## src/hdl/skset_pkg.sv

```systemverilog
// ----------------------------------------------------------------------------
// Sorted key set package
// Shared constants, request codes and the cell control bundle.
// ----------------------------------------------------------------------------
package skset_pkg;

  // Default capacity and key width.
  localparam int unsigned CAPACITY_DEF = 256;
  localparam int unsigned KEY_BITS_DEF = 16;

  // Fixed widths of the channel fields.
  localparam int unsigned REQ_W   = 2;
  localparam int unsigned KEY_W   = 16;
  localparam int unsigned COUNT_W = 9;

  // Number of match flags that one first-level OR gate combines.
  localparam int unsigned GRP_SIZE = 16;

  // Operation codes carried in req_type.
  typedef enum logic [REQ_W-1:0] {
    REQ_INSERT = 2'd0,
    REQ_DELETE = 2'd1,
    REQ_MEMBER = 2'd2
  } req_type_e;

  // Control that the sequencer broadcasts to every cell.
  typedef struct packed {
    logic cmp_en;  // register compare flags against the broadcast key
    logic ins;     // shift up from the insert position
    logic del;     // shift down from the delete position
  } cell_ctl_t;

endpackage

```

## src/hdl/skset_cell.sv

```systemverilog
// ----------------------------------------------------------------------------
// Sorted key set cell
// Holds one key slot, compares it with the broadcast key and shifts to or
// from its neighbors on insert and delete.
// ----------------------------------------------------------------------------
module skset_cell #(
  parameter int unsigned INDEX    = 0,
  parameter int unsigned KEY_BITS = skset_pkg::KEY_BITS_DEF,
  parameter int unsigned CNT_W    = 9
) (
  input  logic                  clk_i,
  input  logic                  rst_ni,
  input  skset_pkg::cell_ctl_t  ctl_i,
  input  logic [KEY_BITS-1:0]   key_i,
  input  logic [CNT_W-1:0]      count_i,
  input  logic [KEY_BITS-1:0]   left_key_i,
  input  logic                  left_lt_i,
  input  logic [KEY_BITS-1:0]   right_key_i,
  output logic [KEY_BITS-1:0]   key_o,
  output logic                  lt_o,
  output logic                  eq_o
);
  import skset_pkg::*;

  logic [KEY_BITS-1:0] key_q, key_d;
  logic                lt_q, eq_q;
  logic                occ;

  // The slot holds a key when its index lies below the entry count.
  assign occ = CNT_W'(INDEX) < count_i;

  // Next slot content: keep it below the sorted position, otherwise take the
  // new key or the neighbor's key depending on the operation.
  always_comb begin
    key_d = key_q;
    if (ctl_i.ins && !lt_q) begin
      key_d = left_lt_i ? key_i : left_key_i;
    end else if (ctl_i.del && !lt_q) begin
      key_d = right_key_i;
    end
  end

  // Slot storage carries no reset; only occupied slots are ever compared.
  always_ff @(posedge clk_i) begin
    key_q <= key_d;
  end

  // Compare flags, captured when a transaction is accepted.
  always_ff @(posedge clk_i or negedge rst_ni) begin
    if (!rst_ni) begin
      lt_q <= 1'b0;
      eq_q <= 1'b0;
    end else if (ctl_i.cmp_en) begin
      lt_q <= occ && (key_q < key_i);
      eq_q <= occ && (key_q == key_i);
    end
  end

  assign key_o = key_q;
  assign lt_o  = lt_q;
  assign eq_o  = eq_q;

endmodule

```

## config.mk

```make
export PLATFORM = sky130hd
export DESIGN_NAME = skset_cell
export DESIGN_NICKNAME = d
export VERILOG_FILES = /design/src/hdl/skset_pkg.sv /design/src/hdl/skset_cell.sv
export SDC_FILE = /design/constraint.sdc
export NUM_CORES = 1
export LEC_CHECK = 0
export ABC_AREA = 0
export BUFFER_PORTS_ARGS = -buffer_cell sky130_fd_sc_hd__buf_4
export CAP_MARGIN = 30
export CORE_MARGIN = 2
export CORE_UTILIZATION = 30
export DETAILED_ROUTE_END_ITERATION = 16
export PLACE_DENSITY_LB_ADDON = 0.25
export SLEW_MARGIN = 40
export SYNTH_ARGS = -nofsm -noshare
export SYNTH_HDL_FRONTEND = slang
export SYNTH_SLANG_ARGS = --single-unit
```

## constraint.sdc

```tcl
create_clock -name clk_i -period 2.3 [get_ports clk_i]
set_clock_uncertainty 0.15 [all_clocks]
set_input_delay 0.46 -clock clk_i [delete_from_list [all_inputs] [get_ports clk_i]]
set_output_delay 0.46 -clock clk_i [all_outputs]
set_load 0.01 [all_outputs]
```

==> results by group <==
Status
  – Status: completed

Worst setup path
  – CP max FO: 3
  – Setup crit end kind: flip-flop
  – Critical path, cell by cell: ha_1 > nand4_1 > or4_1 > nor3b_1 > mux2_2
  – Worst path bufs/invs: 0
  – FF-to-FF path depth: 5
  – Worst reg2reg path startpoint: key_o[14]
  – Peak per-stage delay on the critical path: 0.59 ns
  – Critical-path top delay cell: or4_1
  – R2R setup slack: between 0.2 and 0.3 ns
  – Setup crit start kind: flip-flop
  – Crit-path leading delay family: simple AND/OR/NAND/NOR gates
  – Levels on crit path: 5
  – FF-to-FF End: eq_o
  – Critical path class: reg2reg
  – Worst Setup EP: eq_o
  – Worst EP arrival: approximately 2.1 ns
  – Worst EP required: between 2 and 2.5 ns
  – Crit path from: key_o[14]

Worst hold path
  – Hold path startpoint: ctl_i[2]
  – Hold Path Class: in2reg
  – Hold depth: 2

Route
  – Vias: around 1200
  – Post-DRT Antenna Nets: 0
  – Routed WL: ~3.3 mm
  – Initial DRC count: 37
  – Met1 WL: between 1.5 and 2 mm
  – WL/cell: 12.4 um
  – Vias per cell: ~4.6
  – Top sig layer: met4
  – Drc violations: 0
  – WL met2: 1.34 mm
  – DR WL met3: 408 um
  – Drt pass-1 iters: 4

Clocking
  – CTS buffer count: 3
  – Clock root buffer: clkbuf_8
  – H-tree levels: 1
  – CTS tree: done
  – Clk_lat worst skew: 0.26 ns
  – Clock transition at path regs: approximately 0.070 ns
  – CTS sink cnt: 18
  – Setup Buffers After CTS: 0
  – CTS max path bufs: 2

Timing
  – Rel. slew slack: 0.810
  – Setup violators final: 0
  – Minimum clock period: 2.04 ns
  – Crit share post-route: 0.888
  – RSZ-0062 raised after global routing: false
  – Final slew viol count: 0
  – TNS Setup: 0 ns
  – Worst-Margin Slew: approximately 0.29 ns
  – Tightest hold margin: 0.270 ns
  – Hold Vio Cnt, Final: 0
  – Peak Freq: 490 MHz
  – Fin worst setup slack: 0.259 ns

Yosys
  – #FFs+latches synth: 18
  – Mapped Area: 0.00131 mm^2
  – Register area share after synthesis: 0.406
  – Total number of yosys warnings: 0
  – Synthesized Nets: 216
  – Syn avg cell area: around 9.5 um^2
  – Synth cell types: 26
  – Syn Inst Count: 137

Finish
  – Most common library cell in the layout ignoring fill and taps: buf_4
  – Final Util: 0.498
  – Final Non-Filler Cells: 270
  – Area Overhead vs Synth: 55.8%
  – # nets final: 300
  – Layout cells sized above 1: 0.409
  – Commonest cells after routing, fill and taps aside: buf_4 (83), nand2_1 (18), o21ai_0 (18)
  – Diode count: 0
  – Cell area after layout: 0.00204 mm^2

Floorplanning
  – Die X: 70.0 um
  – Top-Level Pins: 81
  – Cell Rows: 23
  – Starting Density: 0.320
  – Core Box Area: just over 0.004 mm^2
  – Die Height: 70.0 um
  – Die ar.: 0.00490 mm^2

Power and ir drop
  – Design Power: 1.11 mW
  – Clk pwr share: 0.239
  – Sequential share of power: 0.407
  – P_int: around 0.79 mW
  – Logic pwr share: 0.354
  – PwrDens: 546 mW/mm^2
  – P_sw: 0.326 mW
  – Sw Share: 0.293
  – VDD IR max: roughly 0.00023 V
  – P_leak: 1.05 nW

Placed design
  – Port bufs: 80
  – DP Area: 0.00197 mm^2
  – Final GP Congestion: 0.780
  – Hpwl dp: around 2.7 mm
  – Placed Cells: 265
  – Pre-CTS setup slack: 0.134 ns

Global route
  – Gr ovfl total: 0
  – First-pass GRT wire length: about 5.7 mm
  – Initial antenna violation count: 0
  – Number of global-route vias before repair: ~1300
  – Gr usage total: 0.141
  – Pin count of the biggest net entering global routing: 19

Job
  – Maxcap violations: 0
-- timing repair --
| action | in CTS | in global routing |
|---|---|---|
| endpoints found under the hold margin | 2 | 0 |
| setup endpoints to repair | 0 | 0 |
| hold buffers | 1 | 0 |
| resized for setup | 0 | 0 |
-- power groups by stage --
stage	clock network [mW]	registers, mW	logic (mW)
2_1_floorplan	0	0.479	0.166
4_1_cts	0.273	0.453	0.404
6_report	0.266	0.452	0.393
5_1_grt	0.288	0.460	0.448
3_5_place_dp	0	0.460	0.401
3_3_place_gp	0	0.457	0.398
-- cell usage after synthesis --
| cell | count | area share |
|---|---|---|
| a211oi_1 | 1 | 0.0057 |
| a21o_1 | 1 | 0.0057 |
| a21oi_1 | 7 | 0.027 |
| buf_2 | 2 | 0.0077 |
| clkbuf_1 | 3 | 0.0086 |
| dfrtp_1 | 2 | 0.038 |
| edfxtp_1 | 16 | 0.37 |
| ha_1 | 16 | 0.15 |
| inv_1 | 16 | 0.046 |
| inv_2 | 1 | 0.0029 |
| mux2_2 | 1 | 0.0086 |
| mux2i_1 | 16 | 0.12 |
| nand2_1 | 18 | 0.052 |
| nand2_2 | 1 | 0.0048 |
| nand3_1 | 2 | 0.0077 |
| nand4_1 | 3 | 0.014 |
| nand4b_1 | 1 | 0.0067 |
| nor2_1 | 5 | 0.014 |
| nor2b_1 | 1 | 0.0048 |
| nor3_1 | 1 | 0.0038 |
| nor3b_1 | 1 | 0.0057 |
| nor4_1 | 1 | 0.0048 |
| o211ai_1 | 1 | 0.0057 |
| o21ai_0 | 18 | 0.069 |
| o32ai_1 | 1 | 0.0067 |
| or4_1 | 1 | 0.0057 |
-- final cells by class --
| cell class | instances | area [um^2] |
|---|---|---|
| multi-input combinational | 97 | 691 |
| clock buffer | 4 | 55.1 |
| tap | 50 | 62.6 |
| inverter | 17 | 63.8 |
| fill | 406 | 2050 |
| timing repair buffer | 84 | 633 |
| sequential | 18 | 531 |
-- sequential cells by signal, indices dropped and copies added (netlist names) --
| name | flops |
|---|---|
| key_o | 16 |
| eq_o | 1 |
| lt_o | 1 |
-- kinds of logic (layout without fill, tap and decap cells) --
group | Yosys count | in the layout | share of synthesized area
adders and majority gates | 16 | 16 | 0.153
buffers and inverters | 22 | 105 | 0.0651
muxes | 17 | 17 | 0.131
AOI/OAI and AO/OA | 29 | 29 | 0.120
DFF | 18 | 18 | 0.406
and+or+nand+nor | 35 | 35 | 0.125
-- how the worst min path moves through the flow --
stage	slack, ns	end
global route	0.26	lt_o
floorplan	0.01	eq_o
global placement	0.09	lt_o
detailed placement	0.1	lt_o
finish	0.27	lt_o
CTS	0.27	lt_o
-- metal layers --
metal  vias up  GRT usage
li1        654          -
met1       512      0.188
met2        66      0.221
met3         3     0.0534
met4         0     0.0256
met5         -          0
No activity file was read; power rests on OpenSTA's default activity.
